File: config.mk
export PLATFORM = sky130hd
export DESIGN_NAME = polygon_grid_worker_batcher
export DESIGN_NICKNAME = d
export VERILOG_FILES = /design/src/rtl/core/pgwb_pkg.sv /design/src/rtl/core/pgwb_div.sv /design/src/rtl/core/pgwb_dp.sv /design/src/rtl/core/pgwb_ctrl.sv /design/src/rtl/core/polygon_grid_worker_batcher.sv
export SDC_FILE = /design/constraint.sdc
export NUM_CORES = 2
export LEC_CHECK = 0
export BUFFER_PORTS_ARGS = -buffer_cell sky130_fd_sc_hd__buf_2
export CAP_MARGIN = 15
export CELL_PAD_IN_SITES_DETAIL_PLACEMENT = 0
export CELL_PAD_IN_SITES_GLOBAL_PLACEMENT = 1
export CORE_MARGIN = 2
export CORE_UTILIZATION = 45
export CTS_CLUSTER_SIZE = 40
export DETAILED_ROUTE_END_ITERATION = 12
export PLACE_DENSITY_LB_ADDON = 0.2
export RECOVER_POWER = 100
export SYNTH_ARGS = -nofsm -noshare
export SYNTH_HDL_FRONTEND = slang
export SYNTH_SLANG_ARGS = --single-unit
File: constraint.sdc
create_clock -name clk -period 5.5 [get_ports clk]
set_input_delay 0.55 -clock clk [delete_from_list [all_inputs] [get_ports clk]]
set_output_delay 0.55 -clock clk [all_outputs]
set_load 0.005 [all_outputs]
File: src/rtl/core/pgwb_pkg.sv
`default_nettype none

package pgwb_pkg;

  localparam int MAX_WORKERS = 16;
  localparam int MAX_GRID    = 256;

  localparam int WK_W   = $clog2(MAX_WORKERS);
  localparam int WC_W   = $clog2(MAX_WORKERS + 1);
  localparam int CELL_W = $clog2(MAX_GRID);
  localparam int GRID_W = 9;
  localparam int CNT_W  = 16;

  // Register indexes of the configuration port.
  localparam logic [2:0] REG_ORIGIN_X    = 3'd0;
  localparam logic [2:0] REG_ORIGIN_Y    = 3'd1;
  localparam logic [2:0] REG_CELL_W_X    = 3'd2;
  localparam logic [2:0] REG_CELL_W_Y    = 3'd3;
  localparam logic [2:0] REG_GRID_SIZE   = 3'd4;
  localparam logic [2:0] REG_WORKER_CNT  = 3'd5;
  localparam logic [2:0] REG_BATCH_LIMIT = 3'd6;

  // Operand selection for the shared divider.
  typedef enum logic [2:0] {
    DIV_MIN_X = 3'd0,
    DIV_MIN_Y = 3'd1,
    DIV_MAX_X = 3'd2,
    DIV_MAX_Y = 3'd3,
    DIV_BASE  = 3'd4,
    DIV_GMOD  = 3'd5
  } div_sel_t;

  typedef enum logic [7:0] {
    S_IDLE   = 8'b0000_0001,
    S_DSTART = 8'b0000_0010,
    S_DWAIT  = 8'b0000_0100,
    S_CHECK  = 8'b0000_1000,
    S_ERR    = 8'b0001_0000,
    S_WINIT  = 8'b0010_0000,
    S_WALK   = 8'b0100_0000,
    S_EMIT   = 8'b1000_0000
  } state_t;

  typedef struct packed {
    logic     box_upd;
    logic     box_clr;
    logic     latch_id;
    logic     flush_load;
    logic     div_start;
    logic     div_store;
    div_sel_t div_sel;
    logic     walk_init;
    logic     walk_step;
    logic     emit_go;
    logic     err_load;
  } cmd_t;

  typedef struct packed {
    logic div_done;
    logic corners_ok;
    logic walk_last;
    logic marks_empty;
    logic out_free;
  } stat_t;

endpackage

`default_nettype wire

File: src/rtl/core/pgwb_div.sv
`default_nettype none

// Restoring divider, one quotient bit per cycle.
module pgwb_div (
  input  wire logic        clk,
  input  wire logic        rst,
  input  wire logic        start,
  input  wire logic [31:0] dividend,
  input  wire logic [30:0] divisor,
  output logic             done,
  output logic [31:0]      quo,
  output logic [30:0]      rem
);

  logic        busy;
  logic [4:0]  cnt;
  logic [30:0] dsr;
  logic [31:0] trial;
  logic [31:0] diff;
  logic        ge;

  always_comb begin
    trial = {rem, quo[31]};
    ge    = trial >= {1'b0, dsr};
    diff  = trial - {1'b0, dsr};
  end

  always_ff @(posedge clk) begin
    if (rst) begin
      busy <= 1'b0;
      done <= 1'b0;
      cnt  <= '0;
    end else begin
      done <= 1'b0;
      if (start) begin
        busy <= 1'b1;
        cnt  <= '0;
      end else if (busy) begin
        cnt <= cnt + 5'd1;
        if (cnt == 5'd31) begin
          busy <= 1'b0;
          done <= 1'b1;
        end
      end
    end
  end

  always_ff @(posedge clk) begin
    if (start) begin
      quo <= dividend;
      rem <= '0;
      dsr <= divisor;
    end else if (busy) begin
      quo <= {quo[30:0], ge};
      rem <= ge ? diff[30:0] : trial[30:0];
    end
  end

endmodule

`default_nettype wire

File: src/rtl/core/pgwb_dp.sv
`default_nettype none

module pgwb_dp (
  input  wire logic                clk,
  input  wire logic                rst,
  input  wire logic                cfg_write,
  input  wire logic [2:0]          cfg_index,
  input  wire logic [31:0]         cfg_data,
  input  wire logic [31:0]         polygon_id,
  input  wire logic signed [31:0]  vertex_x,
  input  wire logic signed [31:0]  vertex_y,
  input  wire pgwb_pkg::cmd_t      cmd,
  output pgwb_pkg::stat_t          stat,
  output logic                     out_valid,
  input  wire logic                out_ready,
  output logic [31:0]              out_polygon_id,
  output logic [3:0]               worker,
  output logic                     flush,
  output logic [15:0]              batch_count,
  output logic                     status,
  output logic                     last
);

  localparam int MW = pgwb_pkg::MAX_WORKERS;
  localparam int WW = pgwb_pkg::WK_W;
  localparam int WC = pgwb_pkg::WC_W;
  localparam int CW = pgwb_pkg::CELL_W;
  localparam int GW = pgwb_pkg::GRID_W;
  localparam int NW = pgwb_pkg::CNT_W;
  localparam logic signed [31:0] BOX_POS = 32'sh7FFF_FFFF;
  localparam logic signed [31:0] BOX_NEG = 32'sh8000_0000;

  logic signed [31:0] origin_x, origin_y;
  logic [30:0] cell_width_x, cell_width_y;
  logic [8:0]  grid_size;
  logic [4:0]  worker_count;
  logic [15:0] batch_limit;

  logic signed [31:0] box_min_x, box_min_y, box_max_x, box_max_y;
  logic [NW-1:0] counts [MW];
  logic [MW-1:0] marks;
  logic [WW-1:0] ptr;
  logic          flush_mode;
  logic [31:0]   id_reg;

  logic [CW-1:0] x0, y0, x1, y1;
  logic          ok;
  logic          dvd_neg;
  logic [WW-1:0] rem_base, rem_gmod;

  logic [WW-1:0] res, rrow;
  logic [WW-1:0] col, row, nx_m1, ny_m1;

  logic [GW-1:0] g_eff;
  logic [WC-1:0] w_eff;
  logic [30:0]   cwx_eff, cwy_eff;

  logic          div_start;
  logic [31:0]   div_dvd;
  logic [30:0]   div_dsr;
  logic          div_neg;
  logic          div_done;
  logic [31:0]   div_quo;
  logic [30:0]   div_rem;

  logic signed [32:0] diff;
  logic        cell_ok;
  logic [CW-1:0] cell_idx;
  logic [GW:0] span_x, span_y;
  logic [WC:0] res_inc, row_sum;
  logic [WW-1:0] res_next, rrow_next;
  logic [NW:0]   cnt_inc;
  logic          emit_load;
  logic          out_free;

  always_comb begin
    g_eff   = (grid_size > GW'(pgwb_pkg::MAX_GRID)) ? GW'(pgwb_pkg::MAX_GRID) : grid_size;
    w_eff   = (worker_count == '0) ? WC'(1) :
              (worker_count > 5'(MW)) ? WC'(MW) : WC'(worker_count);
    cwx_eff = (cell_width_x == '0) ? 31'd1 : cell_width_x;
    cwy_eff = (cell_width_y == '0) ? 31'd1 : cell_width_y;
  end

  // Configuration registers.
  always_ff @(posedge clk) begin
    if (rst) begin
      origin_x     <= '0;
      origin_y     <= '0;
      cell_width_x <= 31'd256;
      cell_width_y <= 31'd256;
      grid_size    <= 9'd16;
      worker_count <= 5'd4;
      batch_limit  <= 16'd64;
    end else if (cfg_write) begin
      case (cfg_index)
        pgwb_pkg::REG_ORIGIN_X:    origin_x     <= cfg_data;
        pgwb_pkg::REG_ORIGIN_Y:    origin_y     <= cfg_data;
        pgwb_pkg::REG_CELL_W_X:    cell_width_x <= cfg_data[30:0];
        pgwb_pkg::REG_CELL_W_Y:    cell_width_y <= cfg_data[30:0];
        pgwb_pkg::REG_GRID_SIZE:   grid_size    <= cfg_data[8:0];
        pgwb_pkg::REG_WORKER_CNT:  worker_count <= cfg_data[4:0];
        pgwb_pkg::REG_BATCH_LIMIT: batch_limit  <= cfg_data[15:0];
        default: ;
      endcase
    end
  end

  // Running bounding box.
  always_ff @(posedge clk) begin
    if (rst || cmd.box_clr) begin
      box_min_x <= BOX_POS;
      box_min_y <= BOX_POS;
      box_max_x <= BOX_NEG;
      box_max_y <= BOX_NEG;
    end else if (cmd.box_upd) begin
      if (vertex_x < box_min_x) box_min_x <= vertex_x;
      if (vertex_y < box_min_y) box_min_y <= vertex_y;
      if (vertex_x > box_max_x) box_max_x <= vertex_x;
      if (vertex_y > box_max_y) box_max_y <= vertex_y;
    end
  end

  // Divider operand selection.
  always_comb begin
    diff    = '0;
    div_dvd = '0;
    div_dsr = 31'd1;
    div_neg = 1'b0;
    case (cmd.div_sel)
      pgwb_pkg::DIV_MIN_X: begin
        diff    = {box_min_x[31], box_min_x} - {origin_x[31], origin_x};
        div_dsr = cwx_eff;
      end
      pgwb_pkg::DIV_MIN_Y: begin
        diff    = {box_min_y[31], box_min_y} - {origin_y[31], origin_y};
        div_dsr = cwy_eff;
      end
      pgwb_pkg::DIV_MAX_X: begin
        diff    = {box_max_x[31], box_max_x} - {origin_x[31], origin_x};
        div_dsr = cwx_eff;
      end
      pgwb_pkg::DIV_MAX_Y: begin
        diff    = {box_max_y[31], box_max_y} - {origin_y[31], origin_y};
        div_dsr = cwy_eff;
      end
      pgwb_pkg::DIV_BASE: begin
        div_dsr = 31'(w_eff);
      end
      pgwb_pkg::DIV_GMOD: begin
        div_dsr = 31'(w_eff);
      end
      default: ;
    endcase
    if (cmd.div_sel == pgwb_pkg::DIV_BASE) begin
      div_dvd = 32'(16'(y0) * 16'(g_eff)) + 32'(x0);
    end else if (cmd.div_sel == pgwb_pkg::DIV_GMOD) begin
      div_dvd = 32'(g_eff);
    end else begin
      div_neg = diff[32];
      div_dvd = div_neg ? 32'(-diff) : diff[31:0];
    end
  end

  assign div_start = cmd.div_start;

  pgwb_div u_div (
    .clk      (clk),
    .rst      (rst),
    .start    (div_start),
    .dividend (div_dvd),
    .divisor  (div_dsr),
    .done     (div_done),
    .quo      (div_quo),
    .rem      (div_rem)
  );

  // A negative offset smaller than one cell truncates to cell zero.
  always_comb begin
    cell_ok  = dvd_neg ? (div_quo == '0) : (div_quo < 32'(g_eff));
    cell_idx = dvd_neg ? '0 : div_quo[CW-1:0];
  end

  always_ff @(posedge clk) begin
    if (cmd.div_start) dvd_neg <= div_neg;
    if (cmd.div_store) begin
      case (cmd.div_sel)
        pgwb_pkg::DIV_MIN_X: begin x0 <= cell_idx; ok <= cell_ok; end
        pgwb_pkg::DIV_MIN_Y: begin y0 <= cell_idx; ok <= ok & cell_ok; end
        pgwb_pkg::DIV_MAX_X: begin x1 <= cell_idx; ok <= ok & cell_ok; end
        pgwb_pkg::DIV_MAX_Y: begin y1 <= cell_idx; ok <= ok & cell_ok; end
        pgwb_pkg::DIV_BASE:  rem_base <= div_rem[WW-1:0];
        pgwb_pkg::DIV_GMOD:  rem_gmod <= div_rem[WW-1:0];
        default: ;
      endcase
    end
    if (cmd.latch_id) id_reg <= polygon_id;
  end

  // Worker ids repeat with period w in each axis, so at most w columns and
  // w rows need a visit.
  always_comb begin
    span_x    = {1'b0, GW'(x1) - GW'(x0)};
    span_y    = {1'b0, GW'(y1) - GW'(y0)};
    res_inc   = {1'b0, res} + 1'b1;
    res_next  = (res_inc[WC-1:0] == w_eff) ? '0 : res_inc[WW-1:0];
    row_sum   = {1'b0, rrow} + {1'b0, rem_gmod};
    rrow_next = (row_sum >= {1'b0, w_eff}) ? WW'(row_sum - {1'b0, w_eff}) : row_sum[WW-1:0];
  end

  always_ff @(posedge clk) begin
    if (cmd.walk_init) begin
      res   <= rem_base;
      rrow  <= rem_base;
      col   <= '0;
      row   <= '0;
      nx_m1 <= (span_x >= GW'(w_eff)) ? WW'(w_eff - 1'b1) : span_x[WW-1:0];
      ny_m1 <= (span_y >= GW'(w_eff)) ? WW'(w_eff - 1'b1) : span_y[WW-1:0];
    end else if (cmd.walk_step) begin
      if (col == nx_m1) begin
        col  <= '0;
        row  <= row + 1'b1;
        rrow <= rrow_next;
        res  <= rrow_next;
      end else begin
        col <= col + 1'b1;
        res <= res_next;
      end
    end
  end

  // Result emission.
  assign out_free  = !out_valid || out_ready;
  assign emit_load = cmd.emit_go && marks[ptr] && out_free;
  assign cnt_inc   = {1'b0, counts[ptr]} + 1'b1;

  always_ff @(posedge clk) begin
    if (rst) begin
      marks      <= '0;
      ptr        <= '0;
      flush_mode <= 1'b0;
      for (int i = 0; i < MW; i++) counts[i] <= '0;
    end else begin
      if (cmd.flush_load) begin
        for (int i = 0; i < MW; i++) marks[i] <= (counts[i] != '0);
        ptr        <= '0;
        flush_mode <= 1'b1;
      end else if (cmd.walk_init) begin
        marks      <= '0;
        ptr        <= '0;
        flush_mode <= 1'b0;
      end else if (cmd.walk_step) begin
        marks[res] <= 1'b1;
      end else if (cmd.emit_go) begin
        if (emit_load) begin
          marks[ptr] <= 1'b0;
          ptr        <= ptr + 1'b1;
          if (flush_mode || cnt_inc >= {1'b0, batch_limit}) counts[ptr] <= '0;
          else counts[ptr] <= cnt_inc[NW-1:0];
        end else if (!marks[ptr]) begin
          ptr <= ptr + 1'b1;
        end
      end
    end
  end

  always_ff @(posedge clk) begin
    if (rst) begin
      out_valid <= 1'b0;
    end else if (emit_load || (cmd.err_load && out_free)) begin
      out_valid <= 1'b1;
    end else if (out_ready) begin
      out_valid <= 1'b0;
    end
  end

  always_ff @(posedge clk) begin
    if (emit_load) begin
      out_polygon_id <= flush_mode ? '0 : id_reg;
      worker         <= ptr;
      flush          <= flush_mode || (cnt_inc >= {1'b0, batch_limit});
      batch_count    <= flush_mode ? counts[ptr] : cnt_inc[NW-1:0];
      status         <= 1'b0;
      last           <= ((marks >> ptr) == MW'(1));
    end else if (cmd.err_load && out_free) begin
      out_polygon_id <= id_reg;
      worker         <= '0;
      flush          <= 1'b0;
      batch_count    <= '0;
      status         <= 1'b1;
      last           <= 1'b1;
    end
  end

  always_comb begin
    stat.div_done    = div_done;
    stat.corners_ok  = ok;
    stat.walk_last   = (col == nx_m1) && (row == ny_m1);
    stat.marks_empty = (marks == '0);
    stat.out_free    = out_free;
  end

  a_walk_res: assert property (@(posedge clk) disable iff (rst)
    cmd.walk_step |-> (WC'(res) < w_eff))
    else $error("walk residue outside worker range");

  a_last_empties: assert property (@(posedge clk) disable iff (rst)
    (emit_load && ((marks >> ptr) == MW'(1))) |=> (marks == '0))
    else $error("marks remain after final result");

  a_flush_nonzero: assert property (@(posedge clk) disable iff (rst)
    (out_valid && flush) |-> (batch_count != '0))
    else $error("flush of an empty batch");

endmodule

`default_nettype wire

File: src/rtl/core/pgwb_ctrl.sv
`default_nettype none

module pgwb_ctrl (
  input  wire logic            clk,
  input  wire logic            rst,
  input  wire logic            in_valid,
  input  wire logic            kind,
  input  wire logic            last_vertex,
  output logic                 in_ready,
  input  wire pgwb_pkg::stat_t stat,
  output pgwb_pkg::cmd_t       cmd
);

  pgwb_pkg::state_t   state, state_next;
  pgwb_pkg::div_sel_t sel, sel_next;
  logic               accept;

  assign in_ready = (state == pgwb_pkg::S_IDLE);
  assign accept   = in_valid && in_ready;

  always_comb begin
    state_next     = state;
    sel_next       = sel;
    cmd            = '0;
    cmd.div_sel    = sel;
    case (state)
      pgwb_pkg::S_IDLE: begin
        if (accept) begin
          if (kind) begin
            cmd.flush_load = 1'b1;
            cmd.box_clr    = 1'b1;
            state_next     = pgwb_pkg::S_EMIT;
          end else begin
            cmd.box_upd = 1'b1;
            if (last_vertex) begin
              cmd.latch_id = 1'b1;
              sel_next     = pgwb_pkg::DIV_MIN_X;
              state_next   = pgwb_pkg::S_DSTART;
            end
          end
        end
      end
      pgwb_pkg::S_DSTART: begin
        cmd.div_start = 1'b1;
        state_next    = pgwb_pkg::S_DWAIT;
      end
      pgwb_pkg::S_DWAIT: begin
        if (stat.div_done) begin
          cmd.div_store = 1'b1;
          case (sel)
            pgwb_pkg::DIV_MIN_X: begin
              sel_next = pgwb_pkg::DIV_MIN_Y; state_next = pgwb_pkg::S_DSTART;
            end
            pgwb_pkg::DIV_MIN_Y: begin
              sel_next = pgwb_pkg::DIV_MAX_X; state_next = pgwb_pkg::S_DSTART;
            end
            pgwb_pkg::DIV_MAX_X: begin
              sel_next = pgwb_pkg::DIV_MAX_Y; state_next = pgwb_pkg::S_DSTART;
            end
            pgwb_pkg::DIV_MAX_Y: state_next = pgwb_pkg::S_CHECK;
            pgwb_pkg::DIV_BASE: begin
              sel_next = pgwb_pkg::DIV_GMOD; state_next = pgwb_pkg::S_DSTART;
            end
            default: state_next = pgwb_pkg::S_WINIT;
          endcase
        end
      end
      pgwb_pkg::S_CHECK: begin
        cmd.box_clr = 1'b1;
        if (stat.corners_ok) begin
          sel_next   = pgwb_pkg::DIV_BASE;
          state_next = pgwb_pkg::S_DSTART;
        end else begin
          state_next = pgwb_pkg::S_ERR;
        end
      end
      pgwb_pkg::S_ERR: begin
        cmd.err_load = 1'b1;
        if (stat.out_free) state_next = pgwb_pkg::S_IDLE;
      end
      pgwb_pkg::S_WINIT: begin
        cmd.walk_init = 1'b1;
        state_next    = pgwb_pkg::S_WALK;
      end
      pgwb_pkg::S_WALK: begin
        cmd.walk_step = 1'b1;
        if (stat.walk_last) state_next = pgwb_pkg::S_EMIT;
      end
      pgwb_pkg::S_EMIT: begin
        if (stat.marks_empty) state_next = pgwb_pkg::S_IDLE;
        else cmd.emit_go = 1'b1;
      end
      default: state_next = pgwb_pkg::S_IDLE;
    endcase
  end

  always_ff @(posedge clk) begin
    if (rst) begin
      state <= pgwb_pkg::S_IDLE;
      sel   <= pgwb_pkg::DIV_MIN_X;
    end else begin
      state <= state_next;
      sel   <= sel_next;
    end
  end

  a_start_from_wait: assert property (@(posedge clk) disable iff (rst)
    (state == pgwb_pkg::S_DSTART) |=> (state == pgwb_pkg::S_DWAIT))
    else $error("divider start not followed by wait");

  a_ready_idle: assert property (@(posedge clk) disable iff (rst)
    (accept && !kind && !last_vertex) |=> (state == pgwb_pkg::S_IDLE))
    else $error("inner vertex left idle");

  a_err_single: assert property (@(posedge clk) disable iff (rst)
    (state == pgwb_pkg::S_ERR && stat.out_free) |=> (state == pgwb_pkg::S_IDLE))
    else $error("error result not single");

endmodule

`default_nettype wire

File: src/rtl/core/polygon_grid_worker_batcher.sv
// Channel   Direction  Handshake               Content
// in        input      in_valid / in_ready     kind, polygon_id, vertex_x/_y, last_vertex
// out       output     out_valid / out_ready   out_polygon_id, worker, flush, batch_count,
//                                              status, last
// cfg       input      cfg_write               cfg_index, cfg_data
//
// A vertex that does not close its polygon is taken without leaving idle. A closing vertex
// runs four divisions on the shared restoring divider; if all corners lie in the grid, two
// more, a cell walk of at most w columns and w rows and an emission pass follow, else an
// error result. An end item flushes each worker with a nonzero batch count. Reset is
// synchronous and clears the control state, the batch counts and the box. A stalled output
// holds the finished result in its register while further results wait in emit or error.
`default_nettype none

module polygon_grid_worker_batcher (
  input  wire logic               clk,
  input  wire logic               rst,
  input  wire logic               cfg_write,
  input  wire logic [2:0]         cfg_index,
  input  wire logic [31:0]        cfg_data,
  input  wire logic               in_valid,
  output logic                    in_ready,
  input  wire logic               kind,
  input  wire logic [31:0]        polygon_id,
  input  wire logic signed [31:0] vertex_x,
  input  wire logic signed [31:0] vertex_y,
  input  wire logic               last_vertex,
  output logic                    out_valid,
  input  wire logic               out_ready,
  output logic [31:0]             out_polygon_id,
  output logic [3:0]              worker,
  output logic                    flush,
  output logic [15:0]             batch_count,
  output logic                    status,
  output logic                    last
);

  // The controller sequences the divisions, the walk and the emission; the
  // datapath holds all registers that carry values.
  pgwb_pkg::cmd_t  cmd;
  pgwb_pkg::stat_t stat;

  pgwb_ctrl u_ctrl (
    .clk         (clk),
    .rst         (rst),
    .in_valid    (in_valid),
    .kind        (kind),
    .last_vertex (last_vertex),
    .in_ready    (in_ready),
    .stat        (stat),
    .cmd         (cmd)
  );

  pgwb_dp u_dp (
    .clk            (clk),
    .rst            (rst),
    .cfg_write      (cfg_write),
    .cfg_index      (cfg_index),
    .cfg_data       (cfg_data),
    .polygon_id     (polygon_id),
    .vertex_x       (vertex_x),
    .vertex_y       (vertex_y),
    .cmd            (cmd),
    .stat           (stat),
    .out_valid      (out_valid),
    .out_ready      (out_ready),
    .out_polygon_id (out_polygon_id),
    .worker         (worker),
    .flush          (flush),
    .batch_count    (batch_count),
    .status         (status),
    .last           (last)
  );

endmodule

`default_nettype wire
==> summary.txt <==
Critical path
  – Data required time at the worst endpoint: 5930 ps
  – Worst Setup Path Type: reg2reg
  – Reg-to-reg endpoint: u_dp.u_div.quo[31]
  – Reg2reg start: u_ctrl.sel[0]
  – Reg2reg setup slack: 150 ps
  – Worst-path cell chain: inv_1 -> nor2_2 -> nand2_2 -> buf_12 -> o21ai_0 -> buf_4 -> ha_1 -> a21oi_1 -> o21bai_1 -> buf_4 -> or3_1 -> o211ai_1 -> o211ai_1 -> a32oi_2 -> nand3b_2 -> nand4b_4 -> o41ai_1 -> xor2_1 -> o21ai_1
  – Reg2Reg Depth: 19
  – CP Launch Type: register
  – Crit Path Max Fanout: 50
  – CP endpoint kind: register
  – Worst EP arrival: 5780 ps
  – Max stage delay on crit path: 470 ps
  – CP top delay family: compound AO/OA/AOI/OAI gates
  – Worst path bufs/invs: 4
  – Slowest stage cell, crit path: a21oi_1

Logic synthesis
  – Top_reg_cell synth: edfxtp_1
  – Netlist Area Pre-Place: 49800 um2
  – Number of synthesized flops with an enable pin: 463
  – #FFs+latches synth: 831
  – Post-Syn Instances: 5339
  – Synth Area in Compound Gates: 14.3%
  – Post-synthesis xor/xnor area fraction: 2.70%
  – Simple-gate area share of the yosys netlist: 17.5%
  – Post-Synth Adder-Cell Area: 10.8%
  – Post-synthesis mux area share: 6.80%
  – Post-synthesis sequential area ratio: 42.7%
  – Largest family of logic cells by synthesized area: simple AND/OR/NAND/NOR gates
  – Syn_area_per_cell: 9.33 um2
  – Post-Syn Nets: 5871
  – FFs w/ async S/R, synth: 0%
  – Yosys Warn Count: 0
  – Synth unique cells: 104

Route
  – Via density: 5.71
  – Total Wirelength: 160000 um
  – Initial DRC Count: 3826
  – Remaining DRCs: 0
  – Final ANT Viol Nets: 0
  – Vias after detailed routing: 40.5k
  – WL per Instance: 22.5 um
  – First-pass detailed-route iteration total: 6

Job
  – Max-Cap Viols: 8

Cells and area
  – P&R area growth vs syn: 12.2%
  – Total Nets Final: 6047
  – Final Util: 50.7%
  – FILL cells: 10.5k
  – Layout cells sized above 1: 10.6%
  – Final Cell Area: 55900 um2
  – Largest register FFs: 256
  – Most frequent cells in the layout: nand2_1, nor2_1, edfxtp_1
  – Reg with most FFs: u_dp.counts
  – Non-filler cells, final: 7086
  – Commonest non-fill, non-tap cell in the layout: nand2_1

Floorplan
  – Core area: 110000 um2
  – DIE HEIGHT: 337 um
  – Die footprint: 113000 um2
  – Core Rows: 122
  – Starting Density: 45.2%
  – Chip width: 337 um
  – Boundary pin count: 195

Pwr
  – Peak supply drop: 0.258 mV
  – PwrDens: 309 nW/um2
  – Pleak: 21.7 nW

Timing
  – Fmax: 187 MHz
  – Final hold slack: 33.6 ps
  – Final Hold Viols: 0
  – Worst-Margin Slew: 3900 ps
  – Rel. slew slack: -160%
  – Final setup viols: 0
  – RSZ-0062 raised after global routing: no
  – Final period utilization: 97.3%
  – Final setup TNS: 0 ps
  – Min Tclk post-route: 5350 ps
  – Worst Skew: 44.8 ps
  – Max-slew violation count: 365

CTS
  – Worst-path clk slew: 60 ps
  – CTS root buf: clkbuf_16
  – Depth of the CTS H-tree: 3
  – Max Root-Sink Buffers: 3
  – Sink Count: 831
  – CTS tree: yes
  – Clock Latency Late Sink: 710 ps
  – CTS Buf Count: 97

Placed design
  – Cells after DPL: 6900
  – Post-DP Area: 52800 um2
  – PortBufs: 194
  – Placer congestion estimate: 0.933
  – Dpl hpwl: 118000 um

Hold path
  – Hold EP: u_dp.id_reg[16]
  – Worst hold path depth: 1
  – Worst hold-check path type: in2reg
  – Worst Hold Launch: polygon_id[16]

Global routing
  – Antenna violations before repair: 10
  – Global route overflow: 0
  – Largest net degree at the start of global routing: 126
  – Number of global-route vias before repair: 38.5k
  – First-pass GRT wire length: 239000 um
  – All-layer global routing usage: 27.8%

Run status
  – Status: finished with violations
  – Failing checks: capacitance limit, slew limit
how the worst max path moves through the flow:
stage | cells past startpoint | start | to
floorplan | 5 | u_ctrl.state[3] | u_dp.batch_count[0]
global placement | 22 | u_dp.grid_size[8] | u_dp.u_div.quo[17]
detailed placement | 20 | u_dp.grid_size[8] | u_dp.u_div.quo[17]
CTS | 20 | u_dp.grid_size[8] | u_dp.u_div.quo[17]
global route | 20 | register | u_dp.counts[15][7]
finish | 19 | u_ctrl.sel[0] | u_dp.u_div.quo[31]
kinds of logic (layout without fill, tap and decap cells):
group / after synthesis / in the layout
simple gates: 1925 / 1925
other cells: 0 / 2
fa+ha+maj: 394 / 394
xor+xnor: 153 / 153
compound gates: 1142 / 1142
buf+inv: 655 / 912
mux: 239 / 239
flops: 831 / 831
power by group:
group,leakage (nW),switching [mW],internal [mW]
registers,7.50,0.271,6.88
clock network,1.61,2.77,3.87
logic,12.6,2.10,1.37
total,21.7,5.14,12.1
metal layers:
layer	global-route usage, %	up-vias	part of all wire (%)
li1	-	19300	-
met1	40.0	19700	46
met2	43.5	1311	45
met3	4.43	219	7.0
met4	7.39	10	2.5
met5	0	-	0.047
synthesized netlist by cell type, types with 99 or more instances:
cell type  number  share of area, %
xnor2_1        99               1.7
o21ai_0       268               2.7
mux2i_1       155               3.1
dfxtp_1       368                15
nor2_1        655               4.9
edfxtp_1      463                28
ha_1          337               8.5
inv_1         381               2.9
a21o_1        124               1.9
clkbuf_1      209               1.6
nor4_1        100               1.3
nand2_1       685               5.2
a21oi_1       404               4.1
what timing repair did:
item / CTS / global route
hold buffers: 3 / 0
setup buffers: 0 / 1
endpoints found under the hold margin: 3 / 0
setup endpoints to repair: 0 / 230
gates resized for setup: 0 / 23
stage by stage:
stage / worst slack [ps] / total power, mW
after floorplan: 268 / 9.67
final: 148 / 17.3
after global routing: 5.45 / 18.0
after global placement: 87.7 / 10.7
after CTS: 35.1 / 17.4
after detailed placement: 55.1 / 10.7
area by class of cell:
class	count	area (um2)	area share [%]
clock inverter	51	562	1.00
multi-input combinational	3853	26000	46.5
timing repair buffer	346	2010	3.60
inverter	386	1450	2.59
tap	1488	1860	3.33
antenna	2	5.00	0.00895
sequential	831	21300	38.1
clock buffer	129	2720	4.86
Power figures use the tool's default switching activity.
